**src/fire_box_blur_3x3_assert.svh**
```systemverilog
// Assertion macros for the fire box blur block.
// Expects signals named clk and rst_n in the scope of each use.
`ifndef FIRE_BOX_BLUR_3X3_ASSERT_SVH
`define FIRE_BOX_BLUR_3X3_ASSERT_SVH

// Same-cycle implication, checked outside reset.
`define FBB_ASSERT_IMP(lbl, ante, cons, msg) \
  lbl: assert property (@(posedge clk) disable iff (!rst_n) (ante) |-> (cons)) \
    else $error(msg);

// Next-cycle implication, checked outside reset.
`define FBB_ASSERT_NXT(lbl, ante, cons, msg) \
  lbl: assert property (@(posedge clk) disable iff (!rst_n) (ante) |=> (cons)) \
    else $error(msg);

`endif

```
**src/fbb_pkg.sv**
```systemverilog
// Shared types, constants and the divide-by-ten helper for the fire box blur.
// No dependencies.
package fbb_pkg;

  localparam int CH_W       = 8;
  localparam int PIX_W      = 3 * CH_W;
  localparam int SUM_W      = 12;
  localparam int LEN_CFG_W  = 10;
  localparam int CNT_CFG_W  = 11;
  localparam int CFG_DATA_W = 11;
  localparam int CFG_ADDR_W = 1;
  localparam int MIN_DIM    = 3;

  localparam logic [LEN_CFG_W-1:0] LEN_RESET = 10'd145;
  localparam logic [CNT_CFG_W-1:0] CNT_RESET = 11'd257;

  // Configuration register indexes.
  localparam logic [CFG_ADDR_W-1:0] REG_LINE_LENGTH = 1'b0;
  localparam logic [CFG_ADDR_W-1:0] REG_LINE_COUNT  = 1'b1;

  // Reciprocal of ten in Q15; exact truncation for sums up to 9 * 255.
  localparam logic [SUM_W-1:0] DIV10_RECIP = 12'd3277;
  localparam int               DIV10_SHIFT = 15;
  localparam logic [CH_W-1:0]  MAX_BLUR    = 8'd229;

  typedef struct packed {
    logic [CH_W-1:0] red;
    logic [CH_W-1:0] green;
    logic [CH_W-1:0] blue;
  } pix_t;

  // One new column of the 3x3 window: two lines up, one line up, current.
  typedef struct packed {
    pix_t top;
    pix_t mid;
    pix_t pix;
  } win_col_t;

  typedef struct packed {
    logic [SUM_W-1:0] red;
    logic [SUM_W-1:0] green;
    logic [SUM_W-1:0] blue;
  } sum3_t;

  // Truncating divide by ten through a reciprocal multiply.
  function automatic logic [CH_W-1:0] div10(input logic [SUM_W-1:0] s);
    logic [2*SUM_W-1:0] prod;
    prod = s * DIV10_RECIP;
    return prod[DIV10_SHIFT +: CH_W];
  endfunction

endpackage

```
**src/fbb_window.sv**
```systemverilog
// Six window registers of the 3x3 neighborhood and the nine-pixel channel sums.
// Depends on fbb_pkg.
module fbb_window import fbb_pkg::*; (
  input  logic     clk,
  input  logic     rst_n,
  input  logic     shift_en,
  input  win_col_t col,
  output sum3_t    sums
);

  // Entries 0..2 hold the previous column, 3..5 the one before it.
  pix_t win_r [6];

  always_ff @(posedge clk) begin
    if (!rst_n) begin
      for (int i = 0; i < 6; i++) begin
        win_r[i] <= '0;
      end
    end else if (shift_en) begin
      win_r[3] <= win_r[0];
      win_r[4] <= win_r[1];
      win_r[5] <= win_r[2];
      win_r[0] <= col.top;
      win_r[1] <= col.mid;
      win_r[2] <= col.pix;
    end
  end

  // Nine-term sums per channel over the new column and the stored two.
  always_comb begin
    sums.red   = SUM_W'(col.top.red) + SUM_W'(col.mid.red) + SUM_W'(col.pix.red);
    sums.green = SUM_W'(col.top.green) + SUM_W'(col.mid.green) + SUM_W'(col.pix.green);
    sums.blue  = SUM_W'(col.top.blue) + SUM_W'(col.mid.blue) + SUM_W'(col.pix.blue);
    for (int i = 0; i < 6; i++) begin
      sums.red   = sums.red + SUM_W'(win_r[i].red);
      sums.green = sums.green + SUM_W'(win_r[i].green);
      sums.blue  = sums.blue + SUM_W'(win_r[i].blue);
    end
  end

endmodule

```
**config.mk**
```make
export PLATFORM = sky130hd
export DESIGN_NAME = fbb_window
export DESIGN_NICKNAME = d
export VERILOG_FILES = /design/src/fire_box_blur_3x3_assert.svh /design/src/fbb_pkg.sv /design/src/fbb_window.sv
export SDC_FILE = /design/constraint.sdc
export NUM_CORES = 1
export LEC_CHECK = 0
export ABC_AREA = 0
export ABC_CLOCK_PERIOD_IN_PS = 4500
export BUFFER_PORTS_ARGS = -buffer_cell sky130_fd_sc_hd__clkbuf_2
export CAP_MARGIN = 20
export CORE_ASPECT_RATIO = 0.9
export CORE_UTILIZATION = 55
export CTS_CLUSTER_SIZE = 28
export DETAILED_ROUTE_END_ITERATION = 12
export PLACE_DENSITY = 0.78
export SLEW_MARGIN = 20
export SYNTH_ARGS = -nofsm -noshare
export SYNTH_HDL_FRONTEND = slang
export SYNTH_SLANG_ARGS = --single-unit
```
**constraint.sdc**
```tcl
create_clock -name clk -period 4.5 [get_ports clk]
set_input_delay 0 -clock clk [delete_from_list [all_inputs] [get_ports clk]]
set_output_delay 0 -clock clk [all_outputs]
set_load 0.02 [all_outputs]
```
==> impl_metrics.toml <==
[route]
wl_um = 20800
vias = 6672
wire_per_inst_um = 16.0
via_per_inst = 5.12
ant_nets = 0
firstDrtPassIters = 5
drcViolationCount = 0
drtIter0Drc = 287

[synth]
postSynthAreaPerCell_um2 = 12.3
ys_seq_elements = 144
synthArstFlopShare = 0
ys.flop_type = "edfxtp_1"
yosysUniqueCellTypes = 35
synth_compound_area_frac = 0.0290
synth_warnings = 0
synth_nets = 1139
synthSimpleGateAreaFrac = 0.101
synth_seq_area_share = 0.407
netlist_instances = 863
synth_area_um2 = 10600
synth_fa_ha_area_frac = 0.351
synth_xor_area_frac = 0.0148
synth.area.mux_share = 0
synth_top_family_by_area = "adder cells"
synth-edff-count = 144

[pwr]
vdd_ir_drop_max_uv = 1310
switching_share = 0.464
intPower_mw = 5.38
power.density_nw_per_um2 = 778
p_comb_frac = 0.693
clockPowerShare = 0.142
power_mw = 10.0
cellLeakagePower_nw = 6.56
switching_power_mw = 4.66
p_seq_frac = 0.165

[clock_tree]
clock_latency_ns = 0.42
clk_pin_slew_worst_paths_ns = 0.06
htreeDepth = 4
cts_tree = "yes"
clk_path_buf_depth = 2
cts.root.buffer_cell = "clkbuf_16"
cts_made_buffers = 17
cts_num_sinks = 144

[floorplan]
dieHeight_um = 134
num_rows = 47
die-width_um = 148
die_area_um2 = 19900
core_area_um2 = 18600
io_pins = 111
start_util = 0.570

[finish]
fin_nets = 1318
postLayoutCellArea_um2 = 12900
finalNonFillerCells = 1302
regMostFlops = "win_r"
final_layout_size_suffix_gt1_frac = 0.175
syn_to_final_growth_pct = 21.4
fin_util = 0.692
largest_reg_flops = 144
layout_commonest_cell = "inv_1"
layout_common_cells = "236 x inv_1, 153 x fa_1, 144 x and3_1, 144 x edfxtp_1, 100 x clkbuf_2"
reg_top3 = "win_r x144"

[worst_setup_path]
worst-path-max-fanout = 3
startpoint_type = "register"
cp.required_ns = 4.50
worstSetupPathType = "reg2out"
crit_path_end_kind = "output port"
critPathArrivalTime_ns = 4.63

[placement]
placedCellCount = 1189
dp_slack_ns = 0.0807
place_area_um2 = 11400
port-buffer-count = 110
place_congestion = 0.762
place_hpwl_um = 13600

[sta]
rsz0062_at_grt = "yes"
worst_pin_slew_ns = 0.995
hold_violations = 0
slew_viol_final = 0
fin_skew_ns = 0.00490
period_needed_ns = 4.63
finalWorstSetupSlack_ns = -0.130
fmax_mhz = 216
fin_tns_setup_ns = -0.130
timing.final.crit_share = 1.03
relSlewSlack = 0.336
whs_ns = 0.236
setup_viol = 1

[global_route]
grt_pass1_vias = 7051
grt_pass1_wl_um = 34500
grt_remaining_overflow = 0
grt_antenna_before_repair = 2
grt_max_degree = 146
track_usage = 0.229

[status]
status = "complete, but fails checks"
violations = "negative setup slack"

[flow_run]
drv_cap = 0

[hold_path]
hp-class = "in2reg"
## final cells by class
class / count / area, µm²
repair buffers: 192 / 1370
well taps: 245 / 307
inverters: 243 / 912
clock buffers: 17 / 425
fillers: 1282 / 5740
multi-input cells: 444 / 5380
diodes: 2 / 5.00
clock inverters: 15 / 169
flip-flops and latches: 144 / 4320
## Yosys cell counts (all sizes together), types with 2 or more instances
library cell,n,area [µm²]
clkbuf,32,120
nand3,2,10.0
o211ai,2,15.0
and3,144,901
a21oi,8,40.0
ha,39,488
nor2,16,60.1
inv,243,912
xnor2,15,131
edfxtp,144,4320
a211oi,6,50.1
a31oi,3,18.8
a21o,4,31.3
fa,162,3240
or2,2,12.5
o21bai,2,15.0
o21a,4,30.0
nand2,6,22.5
o21ai,9,45.0
nor3,2,10.0
nor2b,4,25.0
xor2,3,26.3
o2111ai,2,17.5
## critical path, stage by stage, from the launching register on
cell and delay, ns:
edfxtp_1 0.40, fa_1 0.57, fa_1 0.44, fa_1 0.56, inv_2 0.04, fa_1 0.47
inv_1 0.05, ha_2 0.19, fa_2 0.36, a211oi_2 0.24, nor2_2 0.08, or4_1 0.39
o311ai_1 0.10, xnor2_1 0.16, buf_4 0.16
## power by group through the flow
stage	Combinational, mW	Sequential, mW	Clock (mW)
final	6.96	1.66	1.43
after global placement	6.15	1.68	0
after detailed placement	6.29	1.68	0
after floorplan	4.71	1.67	0
after global routing	7.73	1.67	1.50
after CTS	6.65	1.66	1.45
## metal layers
metal  wire length, µm  GRT usage  vias up
met5                 0          0        -
li1                  -          -     3104
met4               405     0.0819        0
met2             10600      0.379      191
met3              1050     0.0449       34
met1              8820      0.304     3343
## logic make-up (layout without fill, tap and decap cells)
kind of cell,Yosys count,in the layout
buffers and inverters,275,467
adders and majority gates,201,201
and+or+nand+nor,180,180
DFF,144,144
AOI/OAI and AO/OA,45,45
xor gates and xnor gates,18,18
other,0,2
## worst paths after layout
| path | startpoint | slack (ns) | cells past startpoint | endpoint |
|---|---|---|---|---|
| min reg2reg | win_r[0][8] | 0.58 | 1 | win_r[3][8] |
| max | win_r[3][2] | -0.13 | 14 | sums[10] |
| max reg2reg | win_r[1][18] | 3.58 | 1 | win_r[4][18] |
| min | rst_n | 0.24 | 2 | win_r[0][4] |
## timing repair
action | 4_1_cts | 5_1_grt
hold buffers | 72 | 0
endpoints found under the setup margin | 6 | 15
pin swaps | 18 | 19
buffers inserted | 6 | 3
hold endpoints to repair | 72 | 0
resized for setup | 20 | 29
Note: power is estimated with default switching activity, not from simulation.
